**config.mk**
```make
export PLATFORM = sky130hd
export DESIGN_NAME = round_robin_slice_scheduler_unit
export DESIGN_NICKNAME = d
export VERILOG_FILES = /design/src/design/rrss_pkg.sv /design/src/design/round_robin_slice_scheduler_unit.sv
export SDC_FILE = /design/constraint.sdc
export NUM_CORES = 1
export LEC_CHECK = 0
export BUFFER_PORTS_ARGS = -buffer_cell sky130_fd_sc_hd__buf_4
export CAP_MARGIN = 20
export CORE_MARGIN = 5
export CORE_UTILIZATION = 30
export DETAILED_ROUTE_END_ITERATION = 16
export REMOVE_ABC_BUFFERS = 1
export SYNTH_ARGS = -nofsm -noshare
export SYNTH_HDL_FRONTEND = slang
export SYNTH_SLANG_ARGS = --single-unit
```
**constraint.sdc**
```tcl
create_clock -name clk_i -period 21.3 [get_ports clk_i]
set_input_delay 2.13 -clock clk_i [delete_from_list [all_inputs] [get_ports clk_i]]
set_output_delay 2.13 -clock clk_i [all_outputs]
set_load 0.1 [all_outputs]
```
**src/design/rrss_pkg.sv**
```systemverilog
// Package for the round-robin time-slice scheduler.
// Holds the status codes, controller states, result type and default sizes.
// It has no dependencies.
package rrss_pkg;

  localparam int unsigned DefaultRingDepth = 16;
  localparam int unsigned IdWidth          = 8;
  localparam int unsigned TimeWidth        = 16;
  localparam int unsigned EntryWidth       = IdWidth + TimeWidth;
  localparam logic [TimeWidth-1:0] QuantumReset = 16'd3;

  typedef enum logic [1:0] {
    StAdded = 2'd0,
    StRun   = 2'd1,
    StFull  = 2'd2,
    StEmpty = 2'd3
  } rrss_status_e;

  typedef enum logic {
    CtlIdle,
    CtlRead
  } rrss_state_e;

  typedef struct packed {
    rrss_status_e         status;
    logic [IdWidth-1:0]   served_id;
    logic [TimeWidth-1:0] run_time;
    logic [TimeWidth-1:0] time_left;
    logic                 finished;
  } rrss_result_t;

endpackage

```
**src/design/round_robin_slice_scheduler_unit.sv**
```systemverilog
// Round-robin time-slice scheduler.
// A ring of jobs kept in one synchronous memory, with head, tail and count registers.
// Depends on rrss_pkg.
//
// Usage: items arrive on the s_axis channel. tuser carries the mode (0 adds the job
// in tdata, 1 runs one time slice on the job at the head of the ring). Every item
// yields exactly one result on the m_axis channel, whose tuser carries the status.
// The quantum register is written over the cfg channel, which is always ready and
// should only be used while no item is in flight.
// Flow: an add is accepted in the idle state and its result goes to the output
// register. A slice first reads the head entry out of the ring memory into a read
// register; in the read state that follows, the result is produced and an unfinished
// entry is written back at the tail. An empty-ring slice is answered from idle.
// One add is taken per cycle while s_axis_tready is high; a slice holds off new items.
// Reset empties the ring (count, head and tail cleared) and sets the quantum to 3;
// the memory itself is not cleared. A result waits in the output register while
// the receiver stalls; one further result can be held in a skid buffer, and
// s_axis_tready is low while that buffer is full or a slice is reading the ring.
module round_robin_slice_scheduler_unit
  import rrss_pkg::*;
#(
  parameter int unsigned RING_DEPTH = DefaultRingDepth
) (
  input  logic        clk_i,
  input  logic        rst_ni,
  input  logic        s_axis_tvalid,
  output logic        s_axis_tready,
  // Fields from bit 0: job_id[7:0], burst_time[23:8].
  input  logic [23:0] s_axis_tdata,
  // Fields from bit 0: mode[0].
  input  logic [0:0]  s_axis_tuser,
  output logic        m_axis_tvalid,
  input  logic        m_axis_tready,
  // Fields from bit 0: served_id[7:0], run_time[23:8], time_left[39:24],
  // finished[40], zero padding[47:41].
  output logic [47:0] m_axis_tdata,
  // Fields from bit 0: status[1:0].
  output logic [1:0]  m_axis_tuser,
  input  logic        cfg_valid_i,
  output logic        cfg_ready_o,
  input  logic [15:0] cfg_data_i
);

  localparam int unsigned PtrWidth = $clog2(RING_DEPTH);
  localparam int unsigned CntWidth = $clog2(RING_DEPTH + 1);
  localparam logic [PtrWidth-1:0] LastSlot = PtrWidth'(RING_DEPTH - 1);
  localparam logic [CntWidth-1:0] FullCount = CntWidth'(RING_DEPTH);

  logic [EntryWidth-1:0] ring_mem [RING_DEPTH];
  logic [EntryWidth-1:0] rd_data_q;

  rrss_state_e           state_q, state_d;
  logic [PtrWidth-1:0]   head_q, head_d, tail_q, tail_d;
  logic [CntWidth-1:0]   count_q, count_d;
  logic [TimeWidth-1:0]  quantum_q;

  rrss_result_t          out_q, hold_q, res;
  logic                  out_valid_q, hold_valid_q;
  logic                  res_valid;

  logic                  in_fire, out_fire;
  logic                  mem_we, mem_re;
  logic [PtrWidth-1:0]   mem_waddr;
  logic [EntryWidth-1:0] mem_wdata;
  logic [TimeWidth-1:0]  rem, run_amt, left_amt;

  assign s_axis_tready = (state_q == CtlIdle) && !hold_valid_q;
  assign in_fire       = s_axis_tvalid && s_axis_tready;
  assign out_fire      = m_axis_tvalid && m_axis_tready;
  assign cfg_ready_o   = 1'b1;

  assign rem      = rd_data_q[TimeWidth-1:0];
  assign run_amt  = (quantum_q < rem) ? quantum_q : rem;
  assign left_amt = rem - run_amt;

  always_ff @(posedge clk_i or negedge rst_ni) begin
    if (!rst_ni) begin
      state_q <= CtlIdle;
      head_q  <= '0;
      tail_q  <= '0;
      count_q <= '0;
    end else begin
      state_q <= state_d;
      head_q  <= head_d;
      tail_q  <= tail_d;
      count_q <= count_d;
    end
  end

  always_comb begin
    state_d   = state_q;
    head_d    = head_q;
    tail_d    = tail_q;
    count_d   = count_q;
    mem_we    = 1'b0;
    mem_re    = 1'b0;
    mem_waddr = tail_q;
    mem_wdata = {s_axis_tdata[7:0], s_axis_tdata[23:8]};
    res_valid = 1'b0;
    res       = '{status: StAdded, served_id: '0, run_time: '0, time_left: '0,
                  finished: 1'b0};
    unique case (state_q)
      CtlIdle: begin
        if (in_fire) begin
          if (s_axis_tuser[0] == 1'b0) begin
            res_valid = 1'b1;
            if (count_q == FullCount) begin
              res.status = StFull;
            end else begin
              mem_we  = 1'b1;
              tail_d  = (tail_q == LastSlot) ? '0 : tail_q + 1'b1;
              count_d = count_q + 1'b1;
            end
          end else if (count_q == '0) begin
            res_valid  = 1'b1;
            res.status = StEmpty;
          end else begin
            mem_re  = 1'b1;
            state_d = CtlRead;
          end
        end
      end
      CtlRead: begin
        res_valid     = 1'b1;
        res.status    = StRun;
        res.served_id = rd_data_q[EntryWidth-1:TimeWidth];
        res.run_time  = run_amt;
        res.time_left = left_amt;
        head_d        = (head_q == LastSlot) ? '0 : head_q + 1'b1;
        if (left_amt != '0) begin
          mem_we    = 1'b1;
          mem_wdata = {rd_data_q[EntryWidth-1:TimeWidth], left_amt};
          tail_d    = (tail_q == LastSlot) ? '0 : tail_q + 1'b1;
        end else begin
          res.finished = 1'b1;
          count_d      = count_q - 1'b1;
        end
        state_d = CtlIdle;
      end
      default: state_d = CtlIdle;
    endcase
  end

  always_ff @(posedge clk_i) begin
    if (mem_we) begin
      ring_mem[mem_waddr] <= mem_wdata;
    end
    if (mem_re) begin
      rd_data_q <= ring_mem[head_q];
    end
  end

  always_ff @(posedge clk_i or negedge rst_ni) begin
    if (!rst_ni) begin
      quantum_q <= QuantumReset;
    end else if (cfg_valid_i && cfg_ready_o) begin
      quantum_q <= cfg_data_i;
    end
  end

  always_ff @(posedge clk_i or negedge rst_ni) begin
    if (!rst_ni) begin
      out_valid_q  <= 1'b0;
      hold_valid_q <= 1'b0;
    end else begin
      if (!out_valid_q || out_fire) begin
        out_valid_q  <= hold_valid_q || res_valid;
        hold_valid_q <= 1'b0;
      end else if (res_valid) begin
        hold_valid_q <= 1'b1;
      end
    end
  end

  always_ff @(posedge clk_i) begin
    if (!out_valid_q || out_fire) begin
      out_q <= hold_valid_q ? hold_q : res;
    end else if (res_valid) begin
      hold_q <= res;
    end
  end

  assign m_axis_tvalid = out_valid_q;
  assign m_axis_tuser  = out_q.status;
  assign m_axis_tdata  = {7'b0, out_q.finished, out_q.time_left, out_q.run_time,
                          out_q.served_id};

  a_count_bound: assert property (@(posedge clk_i) disable iff (!rst_ni)
    count_q <= FullCount)
    else $error("Job count exceeds ring depth.");

  a_hold_needs_out: assert property (@(posedge clk_i) disable iff (!rst_ni)
    hold_valid_q |-> out_valid_q)
    else $error("Skid buffer holds a result while the output register is empty.");

  a_read_follows_slice: assert property (@(posedge clk_i) disable iff (!rst_ni)
    (state_q == CtlRead) |-> $past(in_fire && s_axis_tuser[0] && count_q != '0))
    else $error("Ring read without an accepted slice on a non-empty ring.");

  a_no_result_clash: assert property (@(posedge clk_i) disable iff (!rst_ni)
    (res_valid && hold_valid_q) |-> 1'b0)
    else $error("New result produced while the skid buffer is occupied.");

  a_finished_zero_left: assert property (@(posedge clk_i) disable iff (!rst_ni)
    (m_axis_tvalid && m_axis_tdata[40]) |-> (m_axis_tdata[39:24] == '0
      && m_axis_tuser == StRun))
    else $error("Finished result with time left or wrong status.");

endmodule

```
==> results of run 1 <==
-- worst max path at each step --
stage	from	to	slack [ps]	depth (start not counted)
6_report	rd_data_q[15]$_DFFE_PP_	ring_mem[13][19]$_DFFE_PP_	14000	20
5_1_grt	rd_data_q[15]$_DFFE_PP_	ring_mem[13][19]$_DFFE_PP_	13340	20
4_1_cts	rd_data_q[15]$_DFFE_PP_	ring_mem[13][19]$_DFFE_PP_	14010	20
3_5_place_dp	rd_data_q[15]$_DFFE_PP_	ring_mem[13][19]$_DFFE_PP_	14000	20
3_3_place_gp	rd_data_q[15]$_DFFE_PP_	ring_mem[13][19]$_DFFE_PP_	14030	20
2_1_floorplan	rd_data_q[15]$_DFFE_PP_	ring_mem[0][0]$_DFFE_PP_	13460	18
-- power by group --
part | internal (uW) | switching (uW)
sequential | 1320 | 87.2
combinational | 442 | 742
clock | 536 | 388
-- cells in the final DEF (no fill, tap or decap), types with 10 or more instances in the layout --
cell and n:
sky130_fd_sc_hd__a21o_1 22, sky130_fd_sc_hd__a21oi_1 38, sky130_fd_sc_hd__and2_1 11, sky130_fd_sc_hd__buf_4 117
sky130_fd_sc_hd__clkbuf_16 50, sky130_fd_sc_hd__clkinv_1 10, sky130_fd_sc_hd__dfrtp_1 25, sky130_fd_sc_hd__edfxtp_1 494
sky130_fd_sc_hd__ha_1 39, sky130_fd_sc_hd__inv_1 38, sky130_fd_sc_hd__mux2_2 29, sky130_fd_sc_hd__mux4_2 120
sky130_fd_sc_hd__nand2_1 65, sky130_fd_sc_hd__nor2_1 62, sky130_fd_sc_hd__o21ai_0 21, sky130_fd_sc_hd__o31ai_1 26
sky130_fd_sc_hd__xnor2_1 11
-- through the flow --
stage | std cells | total power [uW]
after floorplan | 1139 | 2310
after global placement | 2215 | 2600
after detailed placement | 2215 | 2620
after CTS | 2307 | 3550
after global routing | 2308 | 3690
final | 2308 | 3520
-- cells by family (layout without fill, tap and decap cells) --
group                    Yosys count  after routing  share of synthesized area [%]
AO/OA/AOI/OAI                    141            141                           4.33
multiplexers                     161            161                           14.5
adder cells (fa/ha/maj)           41             41                           2.42
AND/OR/NAND/NOR                  208            208                           4.52
other                              2              8                         0.0344
buffers and inverters            107            249                           2.05
XOR/XNOR                          15             15                          0.601
flip-flops                       526            526                           71.6
-- layout make-up --
type | instances | area, um2 | share of cell area [%]
clock buffer | 58 | 1290 | 5.06
inverter | 39 | 146 | 0.574
sequential | 526 | 15600 | 61.4
multi-input combinational | 574 | 5870 | 23.0
tap | 959 | 1200 | 4.71
timing repair buffer | 118 | 906 | 3.55
clock inverter | 34 | 432 | 1.69
-- per-layer routing --
metal / track usage (%) / up-vias / routed length, um
met5: 0 / - / 0
met4: 2.40 / 0 / 757
met3: 1.87 / 54 / 2700
met2: 20.6 / 312 / 24100
met1: 18.5 / 5861 / 22800
li1: - / 5004 / -
-- critical path, delay by kind of cell, from the launching register on --
family	cells	cell delay, ps
compound gates	9	1790
simple gates	5	2670
xor+xnor	1	390
flops	1	410
fa+ha+maj	2	770
buf+inv	3	890
-- registers in the layout, indices dropped and copies added (netlist names) --
| signal | flops |
|---|---|
| quantum_q | 16 |
| hold_q | 43 |
| m_axis_tuser | 2 |
| m_axis_tdata | 41 |
| ring_mem | 384 |
| rd_data_q | 24 |
| m_axis_tvalid | 1 |
| hold_valid_q | 1 |
| mem_waddr | 4 |
| state_q | 1 |
| count_q | 5 |
| head_q | 4 |
==> flow_summary.yaml, run 1 <==
placement:
  globalplace.congestion: 0.788
  dpl-instance-area_um2: 23700
  buffer_ports.inserted: 90
  hpwl_mm: 30.7
  placement.setup.worst_slack_ps: 14000
sta:
  timing.final.crit_period_ps: 7300
  worst_slew_pin_slew_ps: 1130
  setup_viol_count_final: 0
  timing.final.crit_share_pct: 34.3
  fin_ws_ps: 14000
  fin_tns_setup_ps: 0
  max_clock_freq_mhz: 137
  slew-limit-headroom_pct: 24.3
  clock_skew_ps: 38.1
  rsz0062_at_grt: "no"
  fin_worst_hold_slack_ps: 523
  report.final.slew_viol_count: 0
  hold_violations: 0
die:
  start_util_pct: 30.1
  die_width_um: 280
  placementRows: 99
  dieHeight_um: 280
  design.core.area_um2: 72600
  die_area_um2: 78300
  design.portCount: 99
logic_synthesis:
  ys_dominant_reg_cell: "sky130_fd_sc_hd__edfxtp_1"
  cell_with_the_most_instances_after_synthesis: "sky130_fd_sc_hd__edfxtp_1"
  ys_ff_latch: 526
  synth.top_cells.by_area: "sky130_fd_sc_hd__edfxtp_1, sky130_fd_sc_hd__mux4_2, sky130_fd_sc_hd__dfrtp_1"
  async_reset_ff_share_pct: 6.08
  synth_enable_flop_cells: 494
  postSynthCellCount: 1201
  yosys-top-cells-count: "sky130_fd_sc_hd__edfxtp_1, sky130_fd_sc_hd__mux4_2, sky130_fd_sc_hd__nand2_1, sky130_fd_sc_hd__nor2_1"
  yosysUniqueCellTypes: 61
  postSynthAreaPerCell_um2: 18.2
  yosysTopAreaCellShare_pct: 67.9
  syn_warnings: 0
  synth_sequential_area_ratio_pct: 71.6
  yosysTopAreaCell: "sky130_fd_sc_hd__edfxtp_1"
  post_synth_instance_area_um2: 21800
outcome:
  status: "finished, final reports clean"
min_path:
  worstHoldEndpoint: "m_axis_tdata[18]$_DFFE_PN_"
  hold-path-cell-count: 2
  hold_class: "flop to flop"
  hold_path.startpoint: "hold_q[27]$_DFFE_PP_"
worst_setup_path:
  worst_r2r_endpoint: "ring_mem[13][19]$_DFFE_PP_"
  r2r_slack_ps: 14000
  timing.critical_path.slowest_stage_cell: "sky130_fd_sc_hd__nor3_2"
  setup.worst_path.start_class: "flop"
  cp_max_fo: 43
  reg2reg_depth: 20
  critPathCaptureType: "flop"
  required_ps: 21570
  worst_path_largest_cell_delay_ps: 830
  worst-endpoint-arrival_ps: 7570
  crit-reg2reg-launch: "rd_data_q[15]$_DFFE_PP_"
  critical_path.cell_chain: "inv_1 -> ha_1 -> a21oi_1 -> o21ai_0 -> a2111oi_0 -> o21ai_0 -> nand2_1 -> a21oi_1 -> ha_1 -> and3_1 -> or4b_1 -> o21bai_1 -> a21o_1 -> o21a_1 -> xor2_1 -> o41ai_4 -> buf_4 -> and2_1 -> nor3_2 -> buf_4"
  crit_type: "flop to flop"
finish:
  antenna_cells: 0
  layout-drive-gt1-share_pct: 27.7
  layout.cell_area.non_filler_um2: 25500
  area_growth_syn_to_layout_pct: 16.7
  utilization_pct: 35.1
  num-fill-cells: 6856
  design.final.nets: 1396
clock_network:
  max-clock-path-buffers: 3
  clk_pin_slew_worst_paths_ps: 60
  cts_resized: 0
  cts_inserted_buffers: 50
  setup_fix_bufs_post_cts: 0
  cts.root.buffer_cell: "sky130_fd_sc_hd__clkbuf_16"
  cts_hold_repair.buffers: 0
  cts_htree_levels: 2
  cts.sinks: 526
  tritoncts: "done"
  clk-insertion-delay-late_ps: 600
detailed_routing:
  routed_wire_per_std_cell_um: 21.8
  initialDrtViolationCount: 833
  drc: 0
  detailedRoute.firstPassIterationCount: 5
  via_per_inst: 4.87
  drt-total-wl_mm: 50.3
  drt.antenna.violating_nets: 0
  routed-via-count: 11231
global_routing:
  grt_start_max_net_pins: 75
  overflow: 0
  grt_first_pass_wirelength_mm: 75.4
  antenna_violations_before_repair: 1
  number_of_global_route_vias_before_repair: 11366
  global_route.usage.total_pct: 12.7
power:
  ir_drop_mv: 0.0848
  p_per_area_nw_per_um2: 138
  power_leakage_uw: 0.00863
job:
  max-cap-violations: 0
No activity file was read; power rests on OpenSTA's default activity.
==> inputs of run 2 (changes only) <==
==> constraint.sdc (replaced) <==
create_clock -name clk_i -period 7.5 [get_ports clk_i]
set_input_delay 0.75 -clock clk_i [delete_from_list [all_inputs] [get_ports clk_i]]
set_output_delay 0.75 -clock clk_i [all_outputs]
set_load 0.1 [all_outputs]
==> flow_summary.yaml, run 2 (synthesized netlist as in run 1, its figures left out) <==
worst_setup_path:
  cp_max_fo: 24
  worst-endpoint-arrival_ps: 6650
  crit_type: "flop to flop"
  required_ps: 7720
  critPathCaptureType: "flop"
  crit_start: "rd_data_q[13]$_DFFE_PP_"
  crit-reg2reg-launch: "rd_data_q[13]$_DFFE_PP_"
  setup.worst_path.start_class: "flop"
clock_network:
  clk_pin_slew_worst_paths_ps: 60
  max-clock-path-buffers: 3
  cts.root.buffer_cell: "sky130_fd_sc_hd__clkbuf_16"
  cts_hold_repair.buffers: 0
  cts_inserted_buffers: 52
  cts.sinks: 526
  setup_fix_bufs_post_cts: 0
  clk-insertion-delay-late_ps: 600
  cts_htree_levels: 2
  tritoncts: "done"
  cts_resized: 0
sta:
  slew-limit-headroom_pct: 30.0
  worst_slew_pin_slew_ps: 1050
  fin_worst_hold_slack_ps: 151
  max_clock_freq_mhz: 155
  hold_violations: 0
  report.final.slew_viol_count: 0
  setup_viol_count_final: 0
  rsz0062_at_grt: "no"
  timing.final.crit_period_ps: 6440
  clock_skew_ps: 25.2
  timing.final.crit_share_pct: 85.8
detailed_routing:
  via_per_inst: 4.87
  routed-via-count: 11265
  drt-total-wl_mm: 50.2
  routed_wire_per_std_cell_um: 21.7
  initialDrtViolationCount: 961
  detailedRoute.firstPassIterationCount: 5
  drc: 0
  drt.antenna.violating_nets: 0
die:
  die_area_um2: 78300
  dieHeight_um: 280
  die_width_um: 280
  placementRows: 99
  design.portCount: 99
  design.core.area_um2: 72600
  start_util_pct: 30.1
global_routing:
  grt_first_pass_wirelength_mm: 74.5
  grt_start_max_net_pins: 75
  antenna_violations_before_repair: 0
  overflow: 0
  number_of_global_route_vias_before_repair: 11366
  global_route.usage.total_pct: 12.6
finish:
  num-fill-cells: 6821
  layout-drive-gt1-share_pct: 27.2
  flip_flop_count_of_the_largest_register_after_layout: 384
  most-common-layout-cells: "sky130_fd_sc_hd__edfxtp_1, sky130_fd_sc_hd__mux4_2, sky130_fd_sc_hd__buf_4, sky130_fd_sc_hd__nand2_1, sky130_fd_sc_hd__nor2_1"
  design.final.nets: 1399
  area_growth_syn_to_layout_pct: 16.5
  top_register: "ring_mem"
  antenna_cells: 0
  layout.cell_area.non_filler_um2: 25400
  utilization_pct: 35.1
  most_common_library_cell_in_the_layout_ignoring_fill_and_taps: "sky130_fd_sc_hd__edfxtp_1"
outcome:
  status: "finished, final reports clean"
min_path:
  hold_class: "input pin to asynchronous set/reset pin"
power:
  power_leakage_uw: 0.00860
  p_per_area_nw_per_um2: 389
  ir_drop_mv: 0.293
  report.power.total_uw: 9900
placement:
  globalplace.congestion: 0.805
  buffer_ports.inserted: 90
  dpl-instance-area_um2: 23800
  hpwl_mm: 30.5
job:
  max-cap-violations: 0
run 2: cell count changes in the layout (fill, tap and decap cells not counted), sizes merged:
cell    delta
buf        +1
bufinv     -3
clkbuf     +9
clkinv     -3
inv        +1
run 2: metrics by stage:
step | cells | setup slack (ps) | TNS [ps]
2_1_floorplan | 1139 | -341 | -49120
3_3_place_gp | 2217 | 1280 | 0
3_5_place_dp | 2217 | 1070 | 0
4_1_cts | 2313 | 1050 | 0
5_1_grt | 2313 | 508 | 0
6_report | 2313 | 1060 | 0
run 2: worst paths after layout:
path / end / slack [ps] / cells past startpoint
setup / recovery: ring_mem[8][1]$_DFFE_PP_ / 1060 / 20
hold / removal: quantum_q[3]$_DFFE_PN0P_ / 150 / 1
setup reg to reg: ring_mem[8][1]$_DFFE_PP_ / 1060 / 20
hold reg to reg: m_axis_tdata[21]$_DFFE_PN_ / 520 / 2
max in group asynchronous: head_q[1]$_DFFE_PN0P_ / 6920 / 1
min in group clk_i: quantum_q[14]$_DFFE_PN0P_ / 400 / 2
run 2: layer usage:
layer / share of wire, % / track usage, % / up-vias
met2: 45 / 19.4 / 337
met3: 6.2 / 2.65 / 70
met4: 2.0 / 3.14 / 0
li1: - / - / 5013
met5: 0 / 0 / -
met1: 46 / 18.5 / 5845
run 2: final cells by class:
class / count / area [um2] / area share, %
flip-flops and latches: 526 / 15600 / 61.5
multi-input cells: 574 / 5880 / 23.1
clock buffers: 67 / 1370 / 5.37
well taps: 959 / 1200 / 4.72
repair buffers: 119 / 893 / 3.51
clock inverters: 29 / 309 / 1.21
inverters: 39 / 146 / 0.575
run 2: worst max-delay path: stages, from the launching register on:
cell                        delay (ps)
sky130_fd_sc_hd__edfxtp_1          390
sky130_fd_sc_hd__inv_1              90
sky130_fd_sc_hd__ha_1              250
sky130_fd_sc_hd__a21oi_1           160
sky130_fd_sc_hd__o21ai_0           160
sky130_fd_sc_hd__a2111oi_0         300
sky130_fd_sc_hd__o21ai_0           180
sky130_fd_sc_hd__nand2_1           520
sky130_fd_sc_hd__a21oi_1           230
sky130_fd_sc_hd__ha_1              510
sky130_fd_sc_hd__and3_1            260
sky130_fd_sc_hd__or4b_1            430
sky130_fd_sc_hd__o21bai_1          190
sky130_fd_sc_hd__a21o_1            220
sky130_fd_sc_hd__o21a_1            200
sky130_fd_sc_hd__xor2_1            380
sky130_fd_sc_hd__o41ai_4           160
sky130_fd_sc_hd__buf_4             250
sky130_fd_sc_hd__and2_1            360
sky130_fd_sc_hd__nor4b_2           300
sky130_fd_sc_hd__buf_4             510
run 2: where the power goes:
group	switching, uW	internal (uW)
logic	2070	1250
registers	269	3750
clock network	1090	1470
==> inputs of run 3 (changes only) <==
--- a/config.mk
+++ b/config.mk
@@ -7,9 +7,11 @@
 export LEC_CHECK = 0
 export BUFFER_PORTS_ARGS = -buffer_cell sky130_fd_sc_hd__buf_4
 export CAP_MARGIN = 20
+export CORE_ASPECT_RATIO = 1.2
 export CORE_MARGIN = 5
 export CORE_UTILIZATION = 30
 export DETAILED_ROUTE_END_ITERATION = 16
+export PLACE_DENSITY = 0.53
 export REMOVE_ABC_BUFFERS = 1
 export SYNTH_ARGS = -nofsm -noshare
 export SYNTH_HDL_FRONTEND = slang
==> flow_summary.yaml, run 3 (synthesized netlist as in run 1, its figures left out) <==
sta:
  timing.final.crit_period_ps: 6640
  hold_violations: 0
  clock_skew_ps: 23.3
  max_clock_freq_mhz: 151
  report.final.slew_viol_count: 0
  setup_viol_count_final: 0
  fin_ws_ps: 864
  rsz0062_at_grt: "no"
  worst_slew_pin_slew_ps: 1010
  slew-limit-headroom_pct: 32.7
  timing.final.crit_share_pct: 88.5
clock_network:
  cts_inserted_buffers: 54
  max-clock-path-buffers: 3
  setup_fix_bufs_post_cts: 0
  tritoncts: "done"
  cts.root.buffer_cell: "sky130_fd_sc_hd__clkbuf_16"
  cts.sinks: 526
  clk_pin_slew_worst_paths_ps: 60
  cts_resized: 0
  clk-insertion-delay-late_ps: 610
  cts_hold_repair.buffers: 0
  cts_htree_levels: 2
finish:
  most_common_library_cell_in_the_layout_ignoring_fill_and_taps: "sky130_fd_sc_hd__edfxtp_1"
  num-fill-cells: 6729
  multiInputGateArea_um2: 5880
  layout-drive-gt1-share_pct: 27.9
  antenna_cells: 0
  flip_flop_count_of_the_largest_register_after_layout: 384
  most-common-layout-cells: "sky130_fd_sc_hd__edfxtp_1, sky130_fd_sc_hd__buf_4, sky130_fd_sc_hd__mux4_2, sky130_fd_sc_hd__nand2_1, sky130_fd_sc_hd__nor2_1"
  area_growth_syn_to_layout_pct: 16.7
  seqCellArea_um2: 15600
  top_register: "ring_mem"
  utilization_pct: 35.3
  design.final.nets: 1407
global_routing:
  global_route.usage.total_pct: 13.4
  overflow: 0
  grt_first_pass_wirelength_mm: 79.7
  antenna_violations_before_repair: 0
  grt_start_max_net_pins: 65
  number_of_global_route_vias_before_repair: 11733
power:
  internal_power_uw: 6470
  switching_share_pct: 35.3
  power_frac_clock_pct: 26.0
  ir_drop_mv: 0.183
  pwr-share-comb_pct: 33.9
  p_per_area_nw_per_um2: 392
  power.switching_uw: 3530
  power_leakage_uw: 0.00867
  power.share.sequential_pct: 40.1
die:
  start_util_pct: 30.2
  placementRows: 108
  design.core.area_um2: 72300
  die_area_um2: 78300
  die_width_um: 256
  design.portCount: 99
  dieHeight_um: 306
detailed_routing:
  initialDrtViolationCount: 861
  routed-via-count: 11250
  via_per_inst: 4.90
  routed_wire_per_std_cell_um: 23.1
  drc: 0
  detailedRoute.firstPassIterationCount: 6
  drt-total-wl_mm: 53.0
  drt.antenna.violating_nets: 0
worst_setup_path:
  required_ps: 7740
  crit_start: "rd_data_q[15]$_DFFE_PP_"
  critPathCaptureType: "flop"
  worst-endpoint-arrival_ps: 6870
  setup.worst_path.start_class: "flop"
  crit_type: "flop to flop"
  cp_max_fo: 21
  crit-reg2reg-launch: "rd_data_q[15]$_DFFE_PP_"
placement:
  globalplace.congestion: 0.821
  placement.setup.worst_slack_ps: 879
  buffer_ports.inserted: 90
  hpwl_mm: 32.7
job:
  max-cap-violations: 0
min_path:
  hold_class: "input pin to asynchronous set/reset pin"
outcome:
  status: "finished, final reports clean"
==> run 3: layout make-up <==
type / instances / share of cell area [%]
sequential: 526 / 61.4
multi-input combinational: 574 / 23.1
clock buffer: 63 / 5.43
tap: 935 / 4.59
timing repair buffer: 125 / 3.77
clock inverter: 36 / 1.22
inverter: 39 / 0.574
==> run 3: metrics by stage <==
step / cell area, um2 / TNS, ps / hold WS, ps / cells / total power, uW
floorplan: 21600 / -49120 / 454 / 1139 / 6550
CTS: 25500 / 0 / 113 / 2298 / 10100
global route: 25500 / 0 / 136 / 2298 / 10500
global placement: 23800 / 0 / 511 / 2197 / 7500
finish: 25500 / 0 / 114 / 2298 / 10000
detailed placement: 23800 / 0 / 511 / 2199 / 7520
==> run 3: power groups by stage <==
stage                     logic (uW)  registers, uW  clock network, uW
final                           3390           4010               2600
after global routing            3670           4050               2790
after detailed placement        3440           4070                  0
after global placement          3430           4070                  0
after floorplan                 1890           4660                  0
after CTS                       3460           4020               2670
==> run 3: layer usage <==
| metal | GRT usage [%] | wire (um) | vias up |
|---|---|---|---|
| li1 | - | - | 5017 |
| met1 | 18.0 | 23300 | 5893 |
| met2 | 22.9 | 26600 | 267 |
| met3 | 2.18 | 2120 | 73 |
| met4 | 2.96 | 1030 | 0 |
| met5 | 0 | 0 | - |
==> run 3: worst max-delay path, cell delays in order (launching register included) <==
cell,delay (ps)
sky130_fd_sc_hd__edfxtp_1,400
sky130_fd_sc_hd__inv_1,90
sky130_fd_sc_hd__ha_1,250
sky130_fd_sc_hd__a21oi_1,140
sky130_fd_sc_hd__o21ai_0,170
sky130_fd_sc_hd__a2111oi_0,350
sky130_fd_sc_hd__o21ai_0,190
sky130_fd_sc_hd__nand2_1,530
sky130_fd_sc_hd__a21oi_1,240
sky130_fd_sc_hd__ha_1,480
sky130_fd_sc_hd__and3_1,260
sky130_fd_sc_hd__or4b_1,450
sky130_fd_sc_hd__o21bai_1,200
sky130_fd_sc_hd__a21o_1,220
sky130_fd_sc_hd__o21a_1,210
sky130_fd_sc_hd__xor2_1,350
sky130_fd_sc_hd__o41ai_4,150
sky130_fd_sc_hd__and2_1,350
sky130_fd_sc_hd__nor4b_2,700
sky130_fd_sc_hd__buf_4,510
==> run 3: worst paths after layout <==
check,slack (ps),to,cells past startpoint
min in group clk_i,390,quantum_q[2]$_DFFE_PN0P_,2
worst max register to register,860,ring_mem[1][0]$_DFFE_PP_,19
worst min register to register,520,m_axis_tdata[16]$_DFFE_PN_,2
worst min-delay path,110,quantum_q[2]$_DFFE_PN0P_,1
worst max-delay path,860,ring_mem[1][0]$_DFFE_PP_,19
max in group asynchronous,6990,head_q[0]$_DFFE_PN0P_,1
